<file path="config.mk">
export PLATFORM = sky130hd
export DESIGN_NAME = actuator_command_feedback_fsm
export DESIGN_NICKNAME = d
export VERILOG_FILES = /design/src/hdl/acfb_pkg.sv /design/src/hdl/acfb_next.sv /design/src/hdl/actuator_command_feedback_fsm.sv
export SDC_FILE = /design/constraint.sdc
export NUM_CORES = 1
export LEC_CHECK = 0
export BUFFER_PORTS_ARGS = -buffer_cell sky130_fd_sc_hd__buf_2
export CAP_MARGIN = 40
export CORE_UTILIZATION = 44
export DETAILED_ROUTE_END_ITERATION = 10
export PLACE_DENSITY = 0.69
export SYNTH_ARGS = -nofsm -noshare
export SYNTH_HDL_FRONTEND = slang
export SYNTH_SLANG_ARGS = --single-unit
</file>
<file path="constraint.sdc">
create_clock -name clk_i -period 12.8 [get_ports clk_i]
set_input_delay 0.64 -clock clk_i [delete_from_list [all_inputs] [get_ports clk_i]]
set_output_delay 0.64 -clock clk_i [all_outputs]
set_load 0.01 [all_outputs]
</file>
<file path="src/hdl/acfb_pkg.sv">
// ----------------------------------------------------------------------------
// acfb_pkg: shared types and constants
// Command codes, state encoding, payload structs and the machine's state
// record used by the actuator command/feedback block.
// ----------------------------------------------------------------------------
package acfb_pkg;

  localparam int unsigned TimeW  = 16;
  localparam int unsigned TimerW = 17;

  // Commanded state codes.
  localparam logic [1:0] CMD_IDLE     = 2'd0;
  localparam logic [1:0] CMD_ACTIVE   = 2'd1;
  localparam logic [1:0] CMD_INACTIVE = 2'd2;

  // Reported state codes.
  localparam logic [2:0] ACT_IDLE       = 3'd0;
  localparam logic [2:0] ACT_ACTIVE     = 3'd1;
  localparam logic [2:0] ACT_INACTIVE   = 3'd2;
  localparam logic [2:0] ACT_PROCESSING = 3'd3;
  localparam logic [2:0] ACT_RESET      = 3'd4;

  // Configuration register indexes.
  localparam logic [1:0] REG_ERROR_INTERVAL = 2'd0;
  localparam logic [1:0] REG_ON_SETTLE      = 2'd1;
  localparam logic [1:0] REG_OFF_SETTLE     = 2'd2;

  localparam logic [TimeW-1:0] ON_SETTLE_RESET  = 16'd6500;
  localparam logic [TimeW-1:0] OFF_SETTLE_RESET = 16'd1000;

  typedef enum logic [4:0] {
    ST_IDLE       = 5'b00001,
    ST_ACTIVE     = 5'b00010,
    ST_INACTIVE   = 5'b00100,
    ST_PROCESSING = 5'b01000,
    ST_RESET      = 5'b10000
  } acfb_state_e;

  typedef struct packed {
    logic [TimeW-1:0] period;
    logic [1:0]       commanded_state;
    logic [TimeW-1:0] sensor_count;
    logic             error_clear;
  } acfb_in_t;

  typedef struct packed {
    logic [2:0] actual_state;
    logic       drive;
    logic       fault;
  } acfb_out_t;

  typedef struct packed {
    logic [TimeW-1:0] error_interval;
    logic [TimeW-1:0] on_settle_time;
    logic [TimeW-1:0] off_settle_time;
  } acfb_cfg_t;

  typedef struct packed {
    acfb_state_e       state;
    logic [TimerW-1:0] on_timer;
    logic [TimerW-1:0] off_timer;
    logic [TimeW-1:0]  mismatch_timer;
    logic              drive;
    logic              error;
  } acfb_ctx_t;

  function automatic logic [2:0] state_code(acfb_state_e st);
    logic [2:0] code;
    unique case (st)
      ST_IDLE:       code = ACT_IDLE;
      ST_ACTIVE:     code = ACT_ACTIVE;
      ST_INACTIVE:   code = ACT_INACTIVE;
      ST_PROCESSING: code = ACT_PROCESSING;
      ST_RESET:      code = ACT_RESET;
      default:       code = ACT_IDLE;
    endcase
    return code;
  endfunction

endpackage

</file>
<file path="src/hdl/acfb_next.sv">
// ----------------------------------------------------------------------------
// acfb_next: next-state logic for one tick
// Computes the machine's state, timers, drive and error flag after one
// input word, from the current state and the configuration registers.
// ----------------------------------------------------------------------------
module acfb_next (
  input  acfb_pkg::acfb_ctx_t cur_i,
  input  acfb_pkg::acfb_in_t  in_i,
  input  acfb_pkg::acfb_cfg_t cfg_i,
  output acfb_pkg::acfb_ctx_t nxt_o
);
  import acfb_pkg::*;

  logic                sensor;
  logic [TimerW:0]     on_sum;
  logic [TimerW:0]     off_sum;
  logic [TimerW-1:0]   on_sat;
  logic [TimerW-1:0]   off_sat;
  logic [TimeW-1:0]    mm_sum;
  logic                mm_hit;

  assign sensor  = |in_i.sensor_count;
  assign on_sum  = {1'b0, cur_i.on_timer} + {2'b00, in_i.period};
  assign off_sum = {1'b0, cur_i.off_timer} + {2'b00, in_i.period};
  assign on_sat  = on_sum[TimerW] ? '1 : on_sum[TimerW-1:0];
  assign off_sat = off_sum[TimerW] ? '1 : off_sum[TimerW-1:0];
  assign mm_sum  = cur_i.mismatch_timer + in_i.period;
  assign mm_hit  = mm_sum >= cfg_i.error_interval;

  always_comb begin
    nxt_o = cur_i;
    if (in_i.error_clear) begin
      nxt_o.error = 1'b0;
    end
    unique case (cur_i.state)
      ST_IDLE: begin
        if (in_i.commanded_state == CMD_ACTIVE) begin
          nxt_o.state = sensor ? ST_RESET : ST_PROCESSING;
        end else if (in_i.commanded_state == CMD_INACTIVE) begin
          nxt_o.state = sensor ? ST_PROCESSING : ST_INACTIVE;
        end
      end
      ST_ACTIVE: begin
        if (in_i.commanded_state == CMD_INACTIVE) begin
          nxt_o.state = ST_PROCESSING;
        end
      end
      ST_INACTIVE: begin
        if (in_i.commanded_state == CMD_ACTIVE) begin
          nxt_o.state = ST_PROCESSING;
        end
      end
      ST_PROCESSING: begin
        nxt_o.drive = 1'b1;
        if (in_i.commanded_state == CMD_ACTIVE) begin
          nxt_o.off_timer = '0;
          if (sensor) begin
            nxt_o.mismatch_timer = '0;
            if (on_sat >= {1'b0, cfg_i.on_settle_time}) begin
              nxt_o.drive    = 1'b0;
              nxt_o.state    = ST_ACTIVE;
              nxt_o.on_timer = '0;
            end else begin
              nxt_o.on_timer = on_sat;
            end
          end else if (mm_hit) begin
            nxt_o.mismatch_timer = '0;
            nxt_o.error          = 1'b1;
          end else begin
            nxt_o.mismatch_timer = mm_sum;
          end
        end else if (in_i.commanded_state == CMD_INACTIVE) begin
          nxt_o.on_timer = '0;
          if (!sensor) begin
            nxt_o.mismatch_timer = '0;
            if (off_sat >= {1'b0, cfg_i.off_settle_time}) begin
              nxt_o.drive     = 1'b0;
              nxt_o.state     = ST_INACTIVE;
              nxt_o.off_timer = '0;
            end else begin
              nxt_o.off_timer = off_sat;
            end
          end else if (mm_hit) begin
            nxt_o.mismatch_timer = '0;
            nxt_o.error          = 1'b1;
          end else begin
            nxt_o.mismatch_timer = mm_sum;
          end
        end
      end
      ST_RESET: begin
        nxt_o.drive = 1'b1;
        if (!sensor) begin
          if (off_sat >= {1'b0, cfg_i.off_settle_time}) begin
            nxt_o.drive     = 1'b0;
            nxt_o.state     = ST_INACTIVE;
            nxt_o.off_timer = '0;
          end else begin
            nxt_o.off_timer = off_sat;
          end
        end
      end
      default: begin
        nxt_o.state = ST_IDLE;
      end
    endcase
  end

endmodule

</file>
<file path="src/hdl/actuator_command_feedback_fsm.sv">
// ----------------------------------------------------------------------------
// actuator_command_feedback_fsm: actuator command/feedback state machine
// Tracks a two-position actuator against its position sensor, drives the
// actuator while switching and flags a sensor that disagrees too long.
// ----------------------------------------------------------------------------
// Usage:
// Each input word is one tick: elapsed period, commanded state, sensor
// reading and an error-clear bit. The block returns one output word per
// input word with the state, drive level and sticky error flag after it.
// Configuration words (error interval, on-settle and off-settle times) come
// on a separate valid/ready channel that is always ready; indexes beyond
// the register list are ignored. Write them only while the block is idle.
// Output valid rises in the cycle after input acceptance, and one word per
// cycle is sustained while the receiver keeps up: the state update and the
// output register are loaded in the same cycle. The output register holds
// its word while the receiver stalls; a new input word is still taken in
// the cycle the held word leaves. Reset returns the machine to idle with all
// timers, drive and error cleared, the error interval at 0 and the settle
// times at 6500 and 1000 ms.
module actuator_command_feedback_fsm (
  input  logic                clk_i,
  input  logic                rst_ni,
  input  logic                in_valid_i,
  output logic                in_ready_o,
  input  acfb_pkg::acfb_in_t  in_i,
  output logic                out_valid_o,
  input  logic                out_ready_i,
  output acfb_pkg::acfb_out_t out_o,
  input  logic                cfg_valid_i,
  output logic                cfg_ready_o,
  input  logic [1:0]          cfg_index_i,
  input  logic [15:0]         cfg_data_i
);
  import acfb_pkg::*;

  acfb_cfg_t cfg_q;
  acfb_ctx_t ctx_q;
  acfb_ctx_t ctx_d;
  acfb_out_t out_q;
  logic      out_valid_q;
  logic      in_fire;

  assign cfg_ready_o = 1'b1;
  assign in_ready_o  = !out_valid_q || out_ready_i;
  assign in_fire     = in_valid_i && in_ready_o;
  assign out_valid_o = out_valid_q;
  assign out_o       = out_q;

  acfb_next u_next (
    .cur_i (ctx_q),
    .in_i  (in_i),
    .cfg_i (cfg_q),
    .nxt_o (ctx_d)
  );

  always_ff @(posedge clk_i or negedge rst_ni) begin
    if (!rst_ni) begin
      cfg_q.error_interval  <= '0;
      cfg_q.on_settle_time  <= ON_SETTLE_RESET;
      cfg_q.off_settle_time <= OFF_SETTLE_RESET;
    end else if (cfg_valid_i) begin
      unique case (cfg_index_i)
        REG_ERROR_INTERVAL: cfg_q.error_interval  <= cfg_data_i;
        REG_ON_SETTLE:      cfg_q.on_settle_time  <= cfg_data_i;
        REG_OFF_SETTLE:     cfg_q.off_settle_time <= cfg_data_i;
        default: begin
        end
      endcase
    end
  end

  always_ff @(posedge clk_i or negedge rst_ni) begin
    if (!rst_ni) begin
      ctx_q.state          <= ST_IDLE;
      ctx_q.on_timer       <= '0;
      ctx_q.off_timer      <= '0;
      ctx_q.mismatch_timer <= '0;
      ctx_q.drive          <= 1'b0;
      ctx_q.error          <= 1'b0;
      out_valid_q          <= 1'b0;
    end else if (in_fire) begin
      ctx_q       <= ctx_d;
      out_valid_q <= 1'b1;
    end else if (out_ready_i) begin
      out_valid_q <= 1'b0;
    end
  end

  always_ff @(posedge clk_i) begin
    if (in_fire) begin
      out_q.actual_state <= state_code(ctx_d.state);
      out_q.drive        <= ctx_d.drive;
      out_q.fault        <= ctx_d.error;
    end
  end

  // The actuator is energized only while switching or recovering.
  assert property (@(posedge clk_i) disable iff (!rst_ni)
    ctx_q.drive |-> (ctx_q.state == ST_PROCESSING || ctx_q.state == ST_RESET))
    else $error("drive energized outside processing or reset");

  // All timers are clear whenever the machine rests in a settled state.
  assert property (@(posedge clk_i) disable iff (!rst_ni)
    (ctx_q.state == ST_IDLE || ctx_q.state == ST_ACTIVE || ctx_q.state == ST_INACTIVE)
    |-> (ctx_q.on_timer == '0 && ctx_q.off_timer == '0 && ctx_q.mismatch_timer == '0))
    else $error("timer left running in a settled state");

  // The error flag can only be raised by a tick taken while switching.
  assert property (@(posedge clk_i) disable iff (!rst_ni)
    $rose(ctx_q.error) |-> ($past(ctx_q.state) == ST_PROCESSING && $past(in_fire)))
    else $error("error flag raised outside processing");

endmodule

</file>
# After elaboration in Yosys (flattened, before gate mapping)
# Index checks and enable logic that the tools add are counted.
[totals]
register_bits = 111
latch_bits = 0
ram_bits = 0
rom_bits = 0
input_bits = 58
out_inout_bits = 8
word_cells = 83
n_memories = 0
[classes]
add_sub_neg = 3
mul = 0
n_div = 0
n_lt_le_gt_ge = 3
eq_ne = 15
n_shift = 0
muxes = 35
n_bitwise = 0
reduce_logical = 14
[ops]
columns = ["op", "count"]
rows = [
  ["$mux W57", 2],
  ["$mux W17", 5],
  ["$mux W16", 3],
  ["$mux W5", 8],
  ["$add A17 B16 Y18", 2],
  ["$ge A17 B16 Y1", 2],
  ["$pmux W17 S2", 1],
  ["$pmux W5 S5", 1],
  ["$mux W22", 1],
  ["$add A16 B16 Y16", 1],
  ["$ge A16 B16 Y1", 1],
  ["$reduce_or A16 Y1", 1],
  ["$pmux W3 S4", 1],
  ["$mux W1", 11],
  ["$eq A5 B2 Y1 const B", 2],
  ["$eq A5 B3 Y1 const B", 2],
  ["$eq A5 B4 Y1 const B", 2],
  ["$eq A5 B5 Y1 const B", 2],
  ["$reduce_and A2 Y1", 3],
  ["$reduce_and A3 Y1", 2],
  ["$reduce_bool A2 Y1", 3],
  ["$eq A5 B1 Y1 const B", 1],
  ["$eq A2 B1 Y1 const B", 2],
  ["$eq A2 B2 Y1 const B", 2],
  ["9 further kinds", 9],
]

# Logic depth before layout (Yosys ltp)
# Gate-level depths: netlist of the first run.
[depth]
ltp_word = 10
depth_mapped = 20

# By module
# A second synthesis of the first run with hierarchy kept.
[unflattened]
cells_unflattened = 916
hier_area_um2 = 8973.6
[modules_own_cells]
columns = ["mod", "instances", "cells_per_inst", "area_each_um2", "seq_area_each_um2"]
rows = [
  ["acfb_next", 1, 676, 4777.1, 0.0],
  ["actuator_command_feedback_fsm", 1, 240, 4196.5, 2819.0],
]

# Least setup slack after synthesis of the first run
# No wires, ideal clock.
[synth_timing]
kind = "input -> register"
start = "input in_i[20] in the netlist's numbering"
end = "register out_q, in the netlist out_o[1] (data pin)"
setup_ns = 0.159
arrival_ns = 4.337
path_slack_ns = 8.304
cell_stages = 20
n_path_buf = 2
path_cell_list = "ha_1 > a211oi_2 > o21bai_1 > or3_4 > a2111oi_4 > o31ai_2 > and2_1 > buf_6 > buf_6 > nor2_1 > inv_1 > ha_1 > a211oi_1 > o21ai_0 > a2111oi_0 > a211o_1 > nand4_1 > o211ai_1 > mux2i_1 > a22oi_1"
[synth_lines]
columns = ["item", "line_no", "rtl"]
rows = [
  ["start, declared", "actuator_command_feedback_fsm.sv:25", "input acfb_pkg::acfb_in_t in_i,"],
  ["end, declared", "actuator_command_feedback_fsm.sv:39", "acfb_out_t out_q;"],
]

# Worst setup path in the final report of the first run
[layout_timing]
start = "input in_i[19] in the netlist's numbering"
end = "register ctx_q[36] in the netlist's numbering"
[layout_between]
elab_chain_cells = 6
[layout_lines]
columns = ["item", "line_no", "rtl"]
rows = [
  ["$add A17 B16 Y18 (*)", "acfb_next.sv:23", "assign on_sum = {1'b0, cur_i.on_timer} + {2'b00, in_i.period};"],
  ["$mux W17 (*)", "acfb_next.sv:25", "assign on_sat = on_sum[TimerW] ? '1 : on_sum[TimerW-1:0];"],
  ["$ge A17 B16 Y1", "acfb_next.sv:59", "if (on_sat >= {1'b0, cfg_i.on_settle_time}) begin"],
  ["$mux W17 (*)", "acfb_next.sv:59", ""],
  ["$mux W22 (*)", "acfb_next.sv:57", "if (sensor) begin"],
  ["$mux W57 (*)", "acfb_next.sv:55", "if (in_i.commanded_state == CMD_ACTIVE) begin"],
  ["end signal, assigned", "actuator_command_feedback_fsm.sv:82", "ctx_q <= ctx_d;"],
  ["end, declared", "actuator_command_feedback_fsm.sv:37", "acfb_ctx_t ctx_q;"],
]
# Mark *: on every way between the ends. The rest lies on a longest branch, timed or not. The select of a mux whose other input is x is not followed.
# A chain may end at the register's enable or synchronous reset.

==> metrics.cfg, run 1 <==
[worst_setup_path]
path_max_fanout=16
worstSetupPathType=input pin to flip-flop
cp_data_arrival_time_ps=5310
start_kind=input pin
cp_data_required_time_ps=13080
timing.rr.start=ctx_q[35]$_DFFE_PN0P_
startpoint=in_i[19]
cp_slowest_cell=a211oi_1
crit_path_end_kind=flip-flop
crit_chain=buf_2 > ha_1 > inv_1 > fa_1 > nor2b_1 > o31ai_1 > a21oi_1 > a211oi_1 > o21ai_0 > xor2_1 > nor2_1 > inv_1 > ha_1 > a211oi_1 > o21ai_0 > a2111oi_0 > a211o_1 > and2b_1 > nand4_4 > o21ai_0
cpPeakStageDelay_ps=500
rr_worst_depth=19
crit_top_cell=o21ai_0

[clocking]
htree_levels=3
post_cts_buffers=0
cts_resized=0
cts_buffers=9
worstSkewPairLatency_ps=370
cts_num_sinks=111
path_clk_slew_ps=80
clockBufferDepth=2
cts_tree=yes
cts_hold_buffers=0
root_buffer=clkbuf_16

[logic_synthesis]
async_reset_ff_frac=0.955
synthCells=882
yosysSeqAreaShare=0.349
synthDominantCellAreaShare=0.288
synth.distinct_cells=70
ys_ff_latch=111
synth_edf_count=5
ys_top_cells_by_area=dfrtp_1 29%, ha_1 15%, mux2_2 4.9%
syn_avg_cell_area_um2=9.15
yosys.area.top_type=dfrtp_1
syn_nets=1040
synth_area_um2=8070
synth_warnings=0
synth-main-ff-cell=dfrtp_1

[timing]
post-route-period-util=0.393
tightest_slew_ps=868
grt_setup_unrepaired=no
slew_viol_final=0
tns_ps=0
finalCriticalPeriod_ps=5030
hold_violations=0
max_freq_mhz=199
setup_violations=0
relSlewSlack=0.421
fin_skew_ps=10.6

[die]
io_pins=66
start_util=0.449
num_rows=49
dieWidth_um=137
die_h_um=137
coreArea_um2=18000
dieArea_um2=18900

[finish]
syn_to_final_growth_pct=10.6
fin_area_um2=8930
nets=1098
final_util=0.497
fill_cells=1687
layout-drive-gt1-share=0.163
diodes=0

[run_status]
outcome=completed

[power_and_ir_drop]
p_per_area_nw_per_um2=105
totalPowerFinal_uw=938
p_leak_uw=0.00430
max-vdd-ir-drop_mv=0.100

[grt]
globalRouteOverflowTotal=0
grt_pass1_wl_mm=33.2
grtUsageTotal=0.233
grt_max_degree=62
grt_pass1_vias=6228
antenna_found_initial=0

[drt]
drcViolationCount=0
wirelength_mm=20.8
drt_pre_antenna_iters=5
vias_per_cell=5.66
ant_nets=0
drt_iter0_drc=398
vias=6641
routedWlPerCell_um=17.7

[place]
hpwlAfterDp_mm=16.0
placed_area_um2=8610
gp_congestion=0.918
numPortBuffers=64

[flow_run]
drv_cap=0

[worst_hold_path]
hold_class=input pin to asynchronous set/reset pin

-- through the flow --
| stage | hold slack, ps | setup slack, ps | instances |
|---|---|---|---|
| 3_3_place_gp | 467 | 7580 | 1158 |
| 3_5_place_dp | 472 | 7430 | 1158 |
| 2_1_floorplan | 344 | 8300 | 882 |
| 6_report | 309 | 7770 | 1174 |
| 5_1_grt | 354 | 7150 | 1174 |
| 4_1_cts | 325 | 7820 | 1174 |
-- synth_stat cells, types with 15 or more instances --
cell type	count
inv_1	81
clkbuf_1	15
o21ai_0	66
nor2_1	54
dfrtp_1	93
xor2_1	21
nand2_1	97
a21oi_1	46
a22o_1	22
ha_1	97
mux2_2	35
xnor2_1	20
-- worst paths after layout --
| path | endpoint | slack (ps) |
|---|---|---|
| hold reg to reg | ctx_q[23]$_DFFE_PN0P_ | 490 |
| hold / removal | ctx_q[14]$_DFFE_PN0P_ | 310 |
| setup / recovery | ctx_q[36]$_DFFE_PN0P_ | 7770 |
| max in group asynchronous | ctx_q[19]$_DFFE_PN0P_ | 11240 |
| min in group clk_i | out_valid_o$_DFFE_PN0P_ | 490 |
| setup reg to reg | ctx_q[36]$_DFFE_PN0P_ | 7800 |
-- area by class of cell --
class	count	area, um2	area share
Sequential cell	111	2820	0.316
Clock inverter	7	95.1	0.0106
Timing Repair Buffer	70	368	0.0412
Multi-Input combinational cell	666	4830	0.541
Inverter	82	308	0.0345
Clock buffer	9	225	0.0252
Tap cell	229	287	0.0321
-- worst max-delay path, delay by kind of cell --
| kind | cells | cell delay (ps) |
|---|---|---|
| compound gates | 9 | 2680 |
| simple gates | 4 | 730 |
| fa+ha+maj | 3 | 770 |
| buf+inv | 3 | 290 |
| xor+xnor | 1 | 170 |
-- sequential cells by signal, indices dropped and copies added (netlist names) --
| signal | flops |
|---|---|
| out_o | 5 |
| ctx_q | 57 |
| cfg_q | 48 |
| out_valid_o | 1 |
-- power breakdown --
group	leakage [uW]	switching (uW)	internal (uW)	total (uW)
registers	0.00141	18.8	393	411
logic	0.00274	131	93.2	224
clock network	0.000151	159	143	302
-- layer usage --
layer	track usage	vias up	routed length [um]
met3	0.0401	30	1050
met4	0.0830	0	608
met2	0.364	171	9330
met1	0.323	3157	9840
li1	-	3283	-
met5	0	-	0
-- kinds of logic after synthesis --
logic type,count (synthesis),share of synthesized area
other,1,0.000464
AO/OA/AOI/OAI,249,0.203
XOR/XNOR,41,0.0445
flip-flops,111,0.349
buffers and inverters,105,0.0530
multiplexers,36,0.0501
adder cells (fa/ha/maj),100,0.158
AND/OR/NAND/NOR,239,0.142
-- placed cells by master, fill, tap and decap left out, drive strengths merged, types with 4 or more instances in the layout --
| master | synthesis | layout |
|---|---|---|
| xnor2 | 20 | 20 |
| a22o | 22 | 22 |
| xor2 | 21 | 21 |
| and2 | 5 | 5 |
| a21o | 14 | 14 |
| a31oi | 11 | 11 |
| or3 | 6 | 6 |
| nand2 | 97 | 97 |
| dfstp | 13 | 13 |
| mux2 | 35 | 35 |
| clkinv | 1 | 4 |
| nor3 | 7 | 7 |
| nor4 | 5 | 5 |
| buf | 8 | 70 |
| nand3b | 8 | 8 |
| nand2b | 11 | 11 |
| o21bai | 7 | 7 |
| nand4 | 12 | 12 |
| a21oi | 46 | 46 |
| o21a | 6 | 6 |
| o21ai | 81 | 81 |
| nor2b | 10 | 10 |
| a211oi | 11 | 11 |
| nand3 | 12 | 12 |
| clkbuf | 15 | 9 |
| edfxtp | 5 | 5 |
| dfrtp | 93 | 93 |
| ha | 97 | 97 |
| o2111ai | 4 | 4 |
| o211ai | 9 | 9 |
| nor2 | 54 | 54 |
| inv | 81 | 84 |
| o31ai | 13 | 13 |
No activity file was read; power rests on OpenSTA's default activity.
==> run 2: changes to the inputs <==
--- a/config.mk
+++ b/config.mk
@@ -9,7 +9,7 @@
 export CAP_MARGIN = 40
 export CORE_UTILIZATION = 44
 export DETAILED_ROUTE_END_ITERATION = 10
-export PLACE_DENSITY = 0.69
+export PLACE_DENSITY = 0.71
 export SYNTH_ARGS = -nofsm -noshare
 export SYNTH_HDL_FRONTEND = slang
 export SYNTH_SLANG_ARGS = --single-unit
==> constraint.sdc (replaced) <==
create_clock -name clk_i -period 4.2 [get_ports clk_i]
set_input_delay 0.21 -clock clk_i [delete_from_list [all_inputs] [get_ports clk_i]]
set_output_delay 0.21 -clock clk_i [all_outputs]
set_load 0.01 [all_outputs]
==> run 2 against run 1 <==
  * The run now ends with setup timing left
  * Die area did not move
  * Clock-buffer cell count rose by 2
  * Utilization rose by 7.0 points
  * Combinational power rose to 3.9 times the previous value
  * Final area rose by 14%
  * Register-to-register slack got worse by 8000 ps
  * Setup slack got worse by 8000 ps
  * Via count rose by 9.1%
  * Critical path type is now flip-flop to flip-flop
  * Critical endpoint is now out_o[1]$_DFFE_PP_
==> metrics.cfg, run 2 (synthesized netlist as in run 1, its figures left out) <==
[timing]
post-route-period-util=1.05
finalCriticalPeriod_ps=4400
tightest_slew_ps=850
hold_violations=0
slew_viol_final=0
fin_ws_ps=-197
grt_setup_unrepaired=yes
relSlewSlack=0.433
fin_skew_ps=12.3
setup_violations=21
max_freq_mhz=227
tns_ps=-2720

[power_and_ir_drop]
p_sw_frac=0.317
pwr-share-seq=0.412
p_int_uw=2090
p_switching_uw=968
p_leak_uw=0.00485
p_comb_frac=0.282
max-vdd-ir-drop_mv=0.295
power.share.clock=0.305
p_per_area_nw_per_um2=300

[clocking]
cts_num_sinks=111
cts_buffers=9
clockBufferDepth=2
worstSkewPairLatency_ps=370
root_buffer=clkbuf_16
cts_tree=yes
path_clk_slew_ps=80
htree_levels=3

[place]
gp_congestion=0.888
placed_area_um2=9070
hpwlAfterDp_mm=16.5
post-place-ws_ps=-431
numPortBuffers=64

[worst_hold_path]
hold_class=input pin to flip-flop
worstHoldEndpoint=out_valid_o$_DFFE_PN0P_
min_from=in_valid_i
worstHoldPathCells=2

[die]
num_rows=49
dieArea_um2=18900
dieWidth_um=137
die_h_um=137
coreArea_um2=18000
io_pins=66
start_util=0.449

[finish]
final_common_cell=nand2_1
largest_reg_flops=57
diodes=0
top_register=ctx_q
final_cell_mix=97 x nand2_1, 93 x dfrtp_1, 83 x ha_1, 79 x buf_4, 72 x inv_1
layout-drive-gt1-share=0.317
syn_to_final_growth_pct=26.3
fin_area_um2=10200
fill_cells=1514
nets=1182

[grt]
globalRouteOverflowTotal=0
grt_max_degree=60
grt_pass1_vias=6767
grt_pass1_wl_mm=35.5
grtUsageTotal=0.247
antenna_found_initial=0

[worst_setup_path]
worstSetupPathType=flip-flop to flip-flop
reg2reg_to=out_o[1]$_DFFE_PP_
crit_path_end_kind=flip-flop
timing.rr.start=ctx_q[35]$_DFFE_PN0P_
cp_data_required_time_ps=4290
cp_data_arrival_time_ps=4490
path_max_fanout=6
rr_worst_depth=20
start_kind=flip-flop
rrSetupSlack_ps=-200

[drt]
drcViolationCount=0
wirelength_mm=23.4
ant_nets=0
vias_per_cell=5.76
drt_pre_antenna_iters=5
drt_iter0_drc=517
routedWlPerCell_um=18.6
vias=7243

[run_status]
outcome=finished with violations
violations=setup timing

[flow_run]
drv_cap=0

[run 2: cell types whose count changed in the layout (fill, tap and decap cells not counted), moves of 8 or more]
cell,previous run,this run
buf_4,7,79
ha_1,97,83
ha_4,0,11
inv_1,81,72
inv_2,0,9
nor2_1,54,41
nor2_4,0,13
o21ai_0,66,56
o21ai_1,12,4
o21ai_2,3,21
[run 2: cell type report]
cell class | instances | area [um2] | share of cell area
repair buffers | 154 | 1090 | 0.107
flip-flops and latches | 111 | 2820 | 0.277
clock inverters | 5 | 61.3 | 0.00601
multi-input cells | 666 | 5380 | 0.528
clock buffers | 11 | 254 | 0.0249
well taps | 229 | 287 | 0.0281
inverters | 82 | 308 | 0.0302
[run 2: how the worst max path moves through the flow]
stage,from,to,slack (ps)
after global placement,in_i[20],out_o[1]$_DFFE_PP_,-320
after CTS,ctx_q[35]$_DFFE_PN0P_,ctx_q[1]$_DFFE_PN0P_,-160
after detailed placement,in_i[20],out_o[1]$_DFFE_PP_,-430
after floorplan,ctx_q[36]$_DFFE_PN0P_,out_o[1]$_DFFE_PP_,40
after global routing,ctx_q[35]$_DFFE_PN0P_,out_o[1]$_DFFE_PP_,-370
final,ctx_q[35]$_DFFE_PN0P_,out_o[1]$_DFFE_PP_,-200
[run 2: power by group through the flow]
stage                     Sequential [uW]  Clock (uW)  Combinational [uW]
after CTS                            1260         946                 784
after global routing                 1270         980                 957
final                                1260         934                 864
after detailed placement             1280           0                 724
after global placement               1270           0                 707
after floorplan                      1260           0                 464
[run 2: timing repair]
item,4_1_cts,5_1_grt
pin swaps,19,40
gates cloned,2,0
hold buffers,1,0
setup buffers,18,10
resized for setup,69,69
endpoints found under the setup margin,27,58
hold endpoints to repair,45,0
[run 2: per-layer routing]
layer,global-route usage,share of wire
met1,0.344,0.45
met4,0.111,0.038
met2,0.382,0.46
met5,0,0
met3,0.0305,0.054
[run 2: per-stage QoR]
step,std cells,util,power (uW),hold WS [ps]
2_1_floorplan,882,-,1720,-85.6
3_3_place_gp,1217,0.505,1980,329
3_5_place_dp,1217,0.505,2000,325
4_1_cts,1254,0.551,2990,56.7
5_1_grt,1258,0.567,3210,81.0
6_report,1258,0.567,3060,55.5
[run 2: worst max-delay path, cell delays in order (launching register included)]
cell       delay, ps
dfrtp_1          390
ha_2             190
buf_6            120
a211oi_4         240
o21bai_2         120
or3_4            360
a2111oi_4        390
o31ai_2          110
and2_4           230
buf_12           160
nor2_4           100
inv_1             80
ha_4             270
nand4_1          150
nor2_1           200
o31ai_2          100
a211o_1          370
nand4_1          110
o211ai_1         140
mux2i_1          200
a22oi_2           80
